==> src/design/stt_pkg.sv <==
// ============================================================================
// Section timing table package
// Shared constants, command and status types for the section timing table.
// ============================================================================
package stt_pkg;

    localparam int ENTRIES_DEFAULT = 256;
    localparam int ID_W    = 32;
    localparam int TIME_W  = 32;
    localparam int SUM_W   = 40;
    localparam int PCT_W   = 15;
    localparam int PCT_FULL = 25600;
    localparam int PROD_W  = 47;

    localparam logic [1:0] MODE_START  = 2'd0;
    localparam logic [1:0] MODE_END    = 2'd1;
    localparam logic [1:0] MODE_REMOVE = 2'd2;
    localparam logic [1:0] MODE_QUERY  = 2'd3;

    // Commands from the controller to the datapath.
    typedef struct packed {
        logic load;        // capture the request
        logic sum_clear;   // clear the sum accumulator
        logic sum_step;    // read next slot into sum
        logic probe_start; // set probe pointer to the home slot
        logic probe_step;  // examine current slot, advance
        logic apply;       // perform the operation on the found slot
        logic div_start;   // start the divider
        logic div_step;    // one restoring division step
        logic fail;        // table full result
    } stt_cmd_t;

    // Status from the datapath to the controller.
    typedef struct packed {
        logic sum_done;
        logic probe_hit;
        logic probe_last;
        logic div_done;
        logic is_query;
        logic sum_zero;
    } stt_status_t;

endpackage

==> src/design/stt_ctrl.sv <==
// ============================================================================
// Section timing table controller
// Sequences sum, probe, update and division phases for one request.
// ============================================================================
module stt_ctrl (
    input  logic                 aclk,
    input  logic                 aresetn,
    input  logic                 s_valid,
    output logic                 s_ready,
    output logic                 m_valid,
    input  logic                 m_ready,
    input  stt_pkg::stt_status_t status,
    output stt_pkg::stt_cmd_t    cmd
);

    typedef enum logic [3:0] {
        ST_IDLE, ST_SUM, ST_SUMW, ST_PROBE, ST_WAIT, ST_APPLY, ST_DIV, ST_OUT
    } state_t;

    state_t state_reg, state_next;
    logic   m_valid_reg, m_valid_next;

    assign s_ready = (state_reg == ST_IDLE) && !m_valid_reg;
    assign m_valid = m_valid_reg;

    always_comb begin
        state_next   = state_reg;
        m_valid_next = m_valid_reg;
        cmd          = '0;
        if (m_valid_reg && m_ready) begin
            m_valid_next = 1'b0;
        end
        unique case (state_reg)
            ST_IDLE: begin
                if (s_valid && s_ready) begin
                    cmd.load      = 1'b1;
                    cmd.sum_clear = 1'b1;
                    state_next    = ST_SUM;
                end
            end
            ST_SUM: begin
                // The sum is only needed for a query.
                if (status.is_query && !status.sum_done) begin
                    cmd.sum_step = 1'b1;
                end else begin
                    state_next = ST_SUMW;
                end
            end
            ST_SUMW: begin
                cmd.probe_start = 1'b1;
                state_next      = ST_PROBE;
            end
            ST_PROBE: begin
                cmd.probe_step = 1'b1;
                state_next     = ST_WAIT;
            end
            ST_WAIT: begin
                if (status.probe_hit) begin
                    state_next = ST_APPLY;
                end else if (status.probe_last) begin
                    cmd.fail   = 1'b1;
                    state_next = ST_OUT;
                end else begin
                    state_next = ST_PROBE;
                end
            end
            ST_APPLY: begin
                cmd.apply = 1'b1;
                if (status.is_query && !status.sum_zero) begin
                    state_next = ST_DIV;
                end else begin
                    state_next = ST_OUT;
                end
            end
            ST_DIV: begin
                if (status.div_done) begin
                    state_next = ST_OUT;
                end else begin
                    cmd.div_step = 1'b1;
                end
            end
            ST_OUT: begin
                if (!m_valid_reg) begin
                    m_valid_next = 1'b1;
                    state_next   = ST_IDLE;
                end
            end
            default: state_next = ST_IDLE;
        endcase
        cmd.div_start = cmd.apply;
    end

    always_ff @(posedge aclk) begin
        if (!aresetn) begin
            state_reg   <= ST_IDLE;
            m_valid_reg <= 1'b0;
        end else begin
            state_reg   <= state_next;
            m_valid_reg <= m_valid_next;
        end
    end

    a_one_phase: assert property (@(posedge aclk) disable iff (!aresetn)
        $onehot0({cmd.load, cmd.sum_step, cmd.probe_step, cmd.apply, cmd.div_step}))
        else $error("controller issued overlapping commands");
    a_no_accept_busy: assert property (@(posedge aclk) disable iff (!aresetn)
        (state_reg != ST_IDLE) |-> !s_ready)
        else $error("request accepted while busy");
    a_result_after_out: assert property (@(posedge aclk) disable iff (!aresetn)
        $rose(m_valid_reg) |-> $past(state_reg == ST_OUT))
        else $error("result raised outside the output state");

endmodule

==> config.mk <==
export PLATFORM = sky130hd
export DESIGN_NAME = stt_ctrl
export DESIGN_NICKNAME = d
export VERILOG_FILES = /design/src/design/stt_pkg.sv /design/src/design/stt_ctrl.sv
export SDC_FILE = /design/constraint.sdc
export NUM_CORES = 1
export LEC_CHECK = 0
export BUFFER_PORTS_ARGS = -buffer_cell sky130_fd_sc_hd__buf_2
export CAP_MARGIN = 5
export CORE_AREA = 2 2 39 41
export DETAILED_ROUTE_END_ITERATION = 8
export DIE_AREA = 0 0 41 43
export PLACE_DENSITY_LB_ADDON = 0.25
export SLEW_MARGIN = 40
export SYNTH_ARGS = -nofsm -noshare
export SYNTH_HDL_FRONTEND = slang
export SYNTH_SLANG_ARGS = --single-unit
==> constraint.sdc <==
create_clock -name aclk -period 1.46 [get_ports aclk]
set_input_delay 0.292 -clock aclk [delete_from_list [all_inputs] [get_ports aclk]]
set_output_delay 0.292 -clock aclk [all_outputs]
set_load 0.005 [all_outputs]
==> results.py, run 1 <==
metrics = {
    "status": {
        "status": "completed",
    },
    "grt": {
        "overflow": 0,
        "grt_first_pass_wirelength_mm": 1.19,
        "antenna_found_initial": 0,
        "grt_max_degree": 11,
        "grt_pass1_vias": 321,
        "grt_usage": 0.102,
    },
    "detailed_routing": {
        "num_vias": 357,
        "dr.pass1.iters": 4,
        "met1_length_um": 326,
        "vias_per_cell": 4.70,
        "wl_met2_um": 383,
        "totalWireLength_um": 794,
        "drt_iter0_markers": 3,
        "remaining_drc_errors": 0,
        "avgRoutedWirePerCell_um": 10.4,
        "detail-route-antenna-nets": 0,
        "met3WireLength_um": 64,
        "top_layer_used": "met4",
    },
    "worst_setup_path": {
        "crit_type": "register to output port",
        "crit_path_end_kind": "output port",
        "worstPathCellList": "nor4_4, and2_1, buf_2",
        "critical_path_buf_inv_count": 1,
        "reg2reg_from": "state_reg[1]",
        "reg2regPathDepth": 3,
        "critPathSlowestCell": "dfxtp_4",
        "worst-path-stages": 3,
        "max_stage_delay_ns": 0.35,
        "critPathLaunch": "m_valid",
        "required_ns": 1.17,
        "r2r_slack_ns": 0.31,
        "start_kind": "register",
        "critPathTopFamily": "simple AND/OR/NAND/NOR gates",
        "arrival_ns": 1.13,
        "crit_fanout": 5,
    },
    "min_path": {
        "hold_path_class": "primary input to register",
        "hold_depth": 2,
        "worstHoldStart": "status[4]",
    },
    "clock_tree": {
        "clk_pin_slew_worst_paths_ns": 0.04,
        "cts_sinks": 4,
        "cts_inserted_buffers": 3,
        "clock_path_buffers": 2,
        "clockRootBuffer": "clkbuf_4",
        "clock_latency_ns": 0.23,
        "holdBufCountCts": 0,
        "cts_tree": "done",
        "h-tree-depth": 1,
    },
    "power_and_ir_drop": {
        "powerDensity_mw_per_mm2": 759,
        "p_seq_frac": 0.366,
        "p_int_uw": 268,
        "p_leak_uw": 0.000231,
        "clkPwrFrac": 0.357,
        "p_sw_frac": 0.287,
        "p_sw_uw": 108,
        "vdd_drop_max_uv": 178,
        "p_comb_frac": 0.278,
    },
    "die": {
        "coreArea_mm2": 0.00138,
        "ios": 21,
        "die_w_um": 41,
        "start_util": 0.237,
        "dieArea_mm2": 0.00176,
        "rows": 14,
        "die_y_um": 43,
    },
    "logic_synthesis": {
        "syn-cell-area_um2": 328,
        "synth_compound_area_frac": 0.179,
        "syn_avg_cell_area_um2": 8.63,
        "synth_xor_area_frac": 0,
        "ys_ff_latch": 4,
        "syn_inst": 38,
        "muxShareOfSynthArea": 0.0305,
        "synth_nets": 48,
        "synth-seq-area-share": 0.244,
        "synthAdderAreaFrac": 0,
        "synth_top_family_by_area": "simple AND/OR/NAND/NOR gates",
        "ys_types": 22,
        "synth-warning-count": 0,
        "yosys.area_share.simple": 0.401,
    },
    "finish": {
        "nFillCells": 150,
        "final_cells": 76,
        "nets": 72,
        "drive_gt1_frac": 0.617,
        "area_growth_syn_to_layout_pct": 51.1,
        "multi_input_area_um2": 224,
        "final_core_util": 0.358,
        "seq_area_um2": 92.6,
        "num_antenna_cells": 0,
        "largest_reg_flops": 3,
    },
    "sta": {
        "slew_headroom": 0.826,
        "hold_slack_ns": 0.298,
        "drv_slew": 0,
        "tightestPinTransition_ns": 0.258,
        "setup_violations": 0,
        "skew_ns": 0.00479,
        "rsz0062_at_grt": "true",
        "min_period_over_period": 0.973,
        "period_minus_slack_ns": 1.42,
        "max_freq_ghz": 0.704,
        "final_hold_viol_count": 0,
    },
    "place": {
        "dp_hpwl_um": 597,
        "place.gp.congestion": 0.759,
        "place_inst": 72,
        "portBuffers": 20,
    },
    "job": {
        "cap_violations": 0,
    },
}
what timing repair did:
action | in CTS | in global routing
setup endpoints to repair | 3 | 2
buffers inserted | 0 | 1
resized for setup | 8 | 2
gates cloned | 0 | 0
pin swaps | 3 | 2
final cells by class:
class,count,area share
multi-input cells,28,0.452
repair buffers,24,0.263
flip-flops and latches,4,0.187
clock buffers,3,0.0455
well taps,16,0.0404
inverters,1,0.0126
power by group through the flow:
stage	clock network, uW	logic (uW)	registers, uW
after CTS	141	101	136
after detailed placement	0	95.7	136
after global placement	0	96.1	137
final	134	104	138
after floorplan	0	79.8	121
after global routing	145	118	139
path summary, 6_finish.rpt:
path / to
hold reg to reg: m_valid
hold / removal: state_reg[1]
setup / recovery: cmd[8]
setup reg to reg: state_reg[2]
cells in the mapped netlist:
cell type / count / area share
or3_4: 1 / 0.034
nand2b_1: 4 / 0.076
nand2_1: 2 / 0.023
nor3b_1: 2 / 0.046
mux2i_1: 1 / 0.031
inv_4: 1 / 0.019
a221oi_1: 1 / 0.027
a21oi_1: 2 / 0.031
a21boi_2: 1 / 0.034
nor4b_2: 1 / 0.046
nor3_1: 2 / 0.031
buf_4: 4 / 0.092
o21ai_1: 1 / 0.015
dfxtp_1: 4 / 0.24
nand3b_1: 1 / 0.023
and2_1: 2 / 0.038
nor4_1: 1 / 0.019
a2111oi_2: 1 / 0.046
buf_6: 1 / 0.034
nor2_1: 3 / 0.034
and4b_1: 1 / 0.031
o41ai_1: 1 / 0.027
cell families (layout without fill, tap and decap cells):
| family | after synthesis | count (layout) |
|---|---|---|
| and+or+nand+nor | 20 | 20 |
| AOI/OAI and AO/OA | 7 | 7 |
| buffers and inverters | 6 | 28 |
| DFF | 4 | 4 |
| muxes | 1 | 1 |
routing by layer:
metal  vias to the layer above  global-route usage
li1                        180                   -
met1                       157               0.121
met2                        18               0.144
met3                         2                   0
met4                         0               0.120
met5                         -                   0
cells in the final DEF (no fill, tap or decap), drive strengths merged, types with 2 or more instances in the layout:
master,n
nand2,2
a21oi,2
clkbuf,3
buf,24
nor3b,2
nor2,3
nor3,2
dfxtp,4
nand2b,4
and2,2
through the flow:
| stage | setup TNS [ns] | setup WS [ns] | power, uW | area [um2] |
|---|---|---|---|---|
| 6_report | 0 | 0.0398 | 376 | 495 |
| 3_3_place_gp | 0 | 0.154 | 233 | 429 |
| 3_5_place_dp | 0 | 0.147 | 232 | 429 |
| 4_1_cts | 0 | 0.00339 | 379 | 477 |
| 5_1_grt | -0.0829 | -0.0423 | 402 | 495 |
| 2_1_floorplan | 0 | 0.0618 | 200 | 328 |
Power figures use the tool's default switching activity.
==> inputs of run 2 (changes only) <==
- CTS_BUF_LIST: default -> sky130_fd_sc_hd__clkbuf_16
- CTS_CLUSTER_DIAMETER: default -> 150
==> run 2 against run 1 <==
  * Sequential share of layout area is 1.9 points lower
  * Flip-flop and latch count stayed put
  * Global-route usage is 1.1 points higher
  * Setup slack better by 0.0034 ns
  * Combinational power hardly changed
  * Wire length is 4.9% higher
  * Critical path depth stayed put
  * Non-clock buffer count is 1 lower
  * Cell area is 8.6% higher
  * Clock skew is 0.0023 ns lower
  * Clock power grew to 3.2 times the previous value
  * Die area stayed put
  * Largest cell class unchanged
==> results.py, run 2 (synthesis results as in run 1) <==
metrics = {
    "finish": {
        "num_antenna_cells": 0,
        "final_cells": 75,
        "fin_area_um2": 538,
        "nets": 71,
        "mostFrequentLayoutCell": "buf_2",
        "area_growth_syn_to_layout_pct": 64.1,
        "drive_gt1_frac": 0.610,
        "most-common-layout-cells": "20 x buf_2, 4 x nand2b_1, 3 x nor2_1, 3 x clkbuf_16, 3 x buf_4",
        "largest_reg_flops": 3,
    },
    "detailed_routing": {
        "drt_iter0_markers": 5,
        "dr.pass1.iters": 4,
        "avgRoutedWirePerCell_um": 11.1,
        "totalWireLength_um": 833,
        "vias_per_cell": 4.67,
        "num_vias": 350,
        "remaining_drc_errors": 0,
        "detail-route-antenna-nets": 0,
    },
    "sta": {
        "min_period_over_period": 0.970,
        "hold_slack_ns": 0.304,
        "final_hold_viol_count": 0,
        "tightestPinTransition_ns": 0.262,
        "rsz0062_at_grt": "true",
        "worst_slack_ns": 0.0433,
        "max_freq_ghz": 0.706,
        "setup_violations": 0,
        "period_minus_slack_ns": 1.42,
        "skew_ns": 0.00251,
        "slew_headroom": 0.823,
        "drv_slew": 0,
    },
    "place": {
        "portBuffers": 20,
        "dp_hpwl_um": 597,
        "placed_cell_area_um2": 429,
        "place.gp.congestion": 0.759,
        "place_inst": 72,
        "pre_cts_ws_ns": 0.147,
    },
    "min_path": {
        "worstHoldStart": "status[4]",
        "hold_path_class": "primary input to register",
        "hold_depth": 2,
        "whs_endpoint": "state_reg[1]",
    },
    "worst_setup_path": {
        "reg2regPathDepth": 3,
        "critPathSlowestCell": "dfxtp_4",
        "crit_type": "register to output port",
        "arrival_ns": 1.12,
        "critPathLaunch": "state_reg[2]",
        "reg2reg_from": "state_reg[1]",
        "crit_path_end_kind": "output port",
        "crit_fanout": 8,
        "required_ns": 1.17,
        "r2r-end": "state_reg[2]",
        "r2r_slack_ns": 0.30,
        "max_stage_delay_ns": 0.40,
        "start_kind": "register",
        "worstPathCellList": "inv_4, nor4b_4, buf_2",
    },
    "clock_tree": {
        "cts_tree": "done",
        "h-tree-depth": 1,
        "cts_sinks": 4,
        "clockRootBuffer": "clkbuf_16",
        "cts_setup_buffers": 0,
        "cts_inserted_buffers": 3,
        "clk_pin_slew_worst_paths_ns": 0.03,
        "clock_path_buffers": 2,
        "holdBufCountCts": 0,
        "clock_latency_ns": 0.22,
    },
    "die": {
        "start_util": 0.237,
        "coreArea_mm2": 0.00138,
        "ios": 21,
        "die_w_um": 41,
        "die_y_um": 43,
        "rows": 14,
        "dieArea_mm2": 0.00176,
    },
    "power_and_ir_drop": {
        "p_leak_uw": 0.000248,
        "powerDensity_mw_per_mm2": 1240,
        "power.total_uw": 669,
        "vdd_drop_max_uv": 342,
    },
    "grt": {
        "grt_usage": 0.113,
        "grt_pass1_vias": 334,
        "overflow": 0,
        "antenna_found_initial": 0,
        "grt_first_pass_wirelength_mm": 1.28,
        "grt_max_degree": 11,
    },
    "status": {
        "status": "completed",
    },
    "job": {
        "cap_violations": 0,
    },
}
## run 2: metal layers
layer | track usage | routed length (um)
met3 | 0.0314 | 55
met2 | 0.156 | 374
met1 | 0.125 | 381
met4 | 0.120 | 22
met5 | 0 | 0
## run 2: power breakdown
group          switching, uW  total, uW  internal [uW]
registers               21.7        140            118
clock network           75.4        425            350
logic                   43.9        104           60.0
total                    141        669            528
## run 2: how the worst max path moves through the flow
| stage | end | cells after the start |
|---|---|---|
| floorplan | cmd[8] | 4 |
| global placement | cmd[1] | 3 |
| detailed placement | cmd[1] | 3 |
| CTS | cmd[1] | 3 |
| global route | cmd[8] | 3 |
| finish | cmd[1] | 3 |
## run 2: stage by stage
step / utilization / TNS, ns
6_report: 0.389 / 0
5_1_grt: 0.389 / -0.0550
4_1_cts: 0.379 / 0
3_5_place_dp: 0.310 / 0
3_3_place_gp: 0.310 / 0
2_1_floorplan: - / 0
## run 2: layout make-up
class	instances	area, um2
Timing Repair Buffer	23	123
Clock buffer	3	75.1
Sequential cell	4	90.1
Tap cell	16	20.0
Fill cell	139	846
Inverter	1	6.26
Multi-Input combinational cell	28	224
## run 2: repair_timing
item	in CTS	in global routing
resized for setup	6	3
pin swaps	2	2
cloned	0	0
endpoints found under the setup margin	3	3
## run 2: critical path, delay by kind of cell (launching register included)
family	cells	cell delay, ns
flip-flops	1	0.40
buffers and inverters	2	0.22
AND/OR/NAND/NOR	1	0.28
==> inputs of run 3 (changes only) <==
- clock period: 1.46 -> 1.23 ns (I/O delays scaled with it)
==> run 3 against run 2 <==
  * The run now ends with setup timing left
  * Count of clock-buffer cells in the layout stayed put
  * Wire length rose by 9.6%
  * Combinational power rose by 94%
  * Largest cell class unchanged
  * Largest power group unchanged
==> results.py, run 3 (synthesis results as in run 1) <==
metrics = {
    "grt": {
        "grt_max_degree": 9,
        "grt_first_pass_wirelength_mm": 1.35,
        "grt_pass1_vias": 309,
        "overflow": 0,
        "antenna_found_initial": 0,
        "grt_usage": 0.126,
    },
    "power_and_ir_drop": {
        "power.total_uw": 876,
        "p_sw_frac": 0.224,
        "powerDensity_mw_per_mm2": 1280,
        "p_leak_uw": 0.000322,
        "p_seq_frac": 0.191,
        "p_int_uw": 679,
        "p_comb_frac": 0.231,
        "p_sw_uw": 197,
        "clkPwrFrac": 0.578,
        "vdd_drop_max_uv": 595,
    },
    "clock_tree": {
        "clock_latency_ns": 0.22,
        "cts_sinks": 4,
        "clockRootBuffer": "clkbuf_16",
        "clock_path_buffers": 2,
        "holdBufCountCts": 0,
        "cts_tree": "done",
        "h-tree-depth": 1,
        "cts_inserted_buffers": 3,
        "clk_pin_slew_worst_paths_ns": 0.03,
    },
    "worst_setup_path": {
        "required_ns": 0.98,
        "crit_path_end_kind": "output port",
        "endpoint": "cmd[8]",
        "arrival_ns": 1.15,
        "start_kind": "register",
        "reg2regPathDepth": 4,
        "reg2reg_from": "state_reg[2]",
        "crit_type": "register to output port",
        "critPathSlowestCell": "dfxtp_4",
        "crit_fanout": 6,
        "r2r_slack_ns": 0.05,
        "worstPathCellList": "nor4_4, and2_4, buf_2",
        "max_stage_delay_ns": 0.36,
        "critPathLaunch": "state_reg[2]",
        "r2r-end": "state_reg[2]",
    },
    "detailed_routing": {
        "dr.pass1.iters": 3,
        "drt_iter0_markers": 5,
        "num_vias": 381,
        "totalWireLength_um": 913,
        "remaining_drc_errors": 0,
        "avgRoutedWirePerCell_um": 10.9,
        "vias_per_cell": 4.54,
        "detail-route-antenna-nets": 0,
    },
    "job": {
        "cap_violations": 0,
    },
    "die": {
        "start_util": 0.237,
        "dieArea_mm2": 0.00176,
        "rows": 14,
        "die_w_um": 41,
        "ios": 21,
        "die_y_um": 43,
        "coreArea_mm2": 0.00138,
    },
    "finish": {
        "mostFrequentLayoutCell": "buf_2",
        "drive_gt1_frac": 0.779,
        "largest_reg_flops": 3,
        "num_antenna_cells": 0,
        "area_growth_syn_to_layout_pct": 108,
        "most-common-layout-cells": "18 x buf_2, 10 x buf_4, 4 x dfxtp_4, 4 x buf_6",
        "nets": 80,
    },
    "sta": {
        "hold_slack_ns": 0.253,
        "max_freq_ghz": 0.717,
        "skew_ns": 0.00147,
        "rsz0062_at_grt": "true",
        "min_period_over_period": 1.13,
        "period_minus_slack_ns": 1.39,
        "slew_headroom": 0.749,
        "setup_violations": 6,
        "drv_slew": 0,
        "tightestPinTransition_ns": 0.372,
        "final_hold_viol_count": 0,
        "finalSetupTns_ns": -0.621,
        "worst_slack_ns": -0.164,
    },
    "min_path": {
        "hold_path_class": "primary input to register",
    },
    "status": {
        "status": "finished with violations",
        "violations": "setup timing",
    },
    "place": {
        "place.gp.congestion": 0.751,
        "portBuffers": 20,
        "pre_cts_ws_ns": -0.0142,
        "dp_hpwl_um": 646,
    },
}
==> run 3: cell count changes in the layout (fill, tap and decap cells not counted), moves of 2 or more <==
cell	delta
buf_4	+7
buf_6	+4
buf_2	-2
dfxtp_2	-2
dfxtp_4	+2
nor2_1	-2
==> run 3: per-layer routing <==
metal | wire length [um] | part of all wire | track usage | up-vias
met2 | 406 | 0.44 | 0.156 | 14
met1 | 404 | 0.44 | 0.146 | 168
met5 | 0 | 0 | 0 | -
met3 | 49 | 0.054 | 0.0314 | 4
met4 | 53 | 0.058 | 0.160 | 0
li1 | - | - | - | 195
==> run 3: worst min path at each step <==
stage / start / end / depth (start not counted)
3_3_place_gp: status[4] / state_reg[1] / 2
4_1_cts: status[4] / state_reg[1] / 2
6_report: status[4] / state_reg[1] / 2
3_5_place_dp: status[4] / state_reg[1] / 2
5_1_grt: status[4] / state_reg[1] / 2
2_1_floorplan: status[4] / state_reg[1] / 1
==> run 3: critical path, delay by kind of cell, from the launching register on <==
family	cells	cell delay [ns]
AND/OR/NAND/NOR	2	0.46
flip-flops	1	0.36
buffers and inverters	1	0.10
==> run 3: power groups by stage <==
| stage | clock, uW | sequential, uW | combinational [uW] |
|---|---|---|---|
| after floorplan | 0 | 144 | 118 |
| after global placement | 0 | 163 | 155 |
| after detailed placement | 0 | 162 | 154 |
| after CTS | 512 | 165 | 160 |
| after global routing | 523 | 170 | 217 |
| final | 506 | 168 | 202 |
==> run 3: layout make-up <==
type,count,area [um2]
sequential,4,95.1
fill,138,702
tap,16,20.0
clock buffer,3,75.1
timing repair buffer,32,210
multi-input combinational,28,275
inverter,1,6.26
==> run 3: timing repair <==
item / in CTS / in global routing
gates resized for setup: 10 / 13
hold endpoints to repair: 0 / 0
pin swaps: 5 / 3
endpoints found under the setup margin: 11 / 10
cloned: 0 / 0
buffers inserted: 2 / 2
==> run 3: through the flow <==
step	util	instance area (um2)	instances
3_3_place_gp	0.361	499	79
6_report	0.493	682	84
3_5_place_dp	0.361	499	79
4_1_cts	0.443	613	83
2_1_floorplan	-	353	38
5_1_grt	0.493	682	84
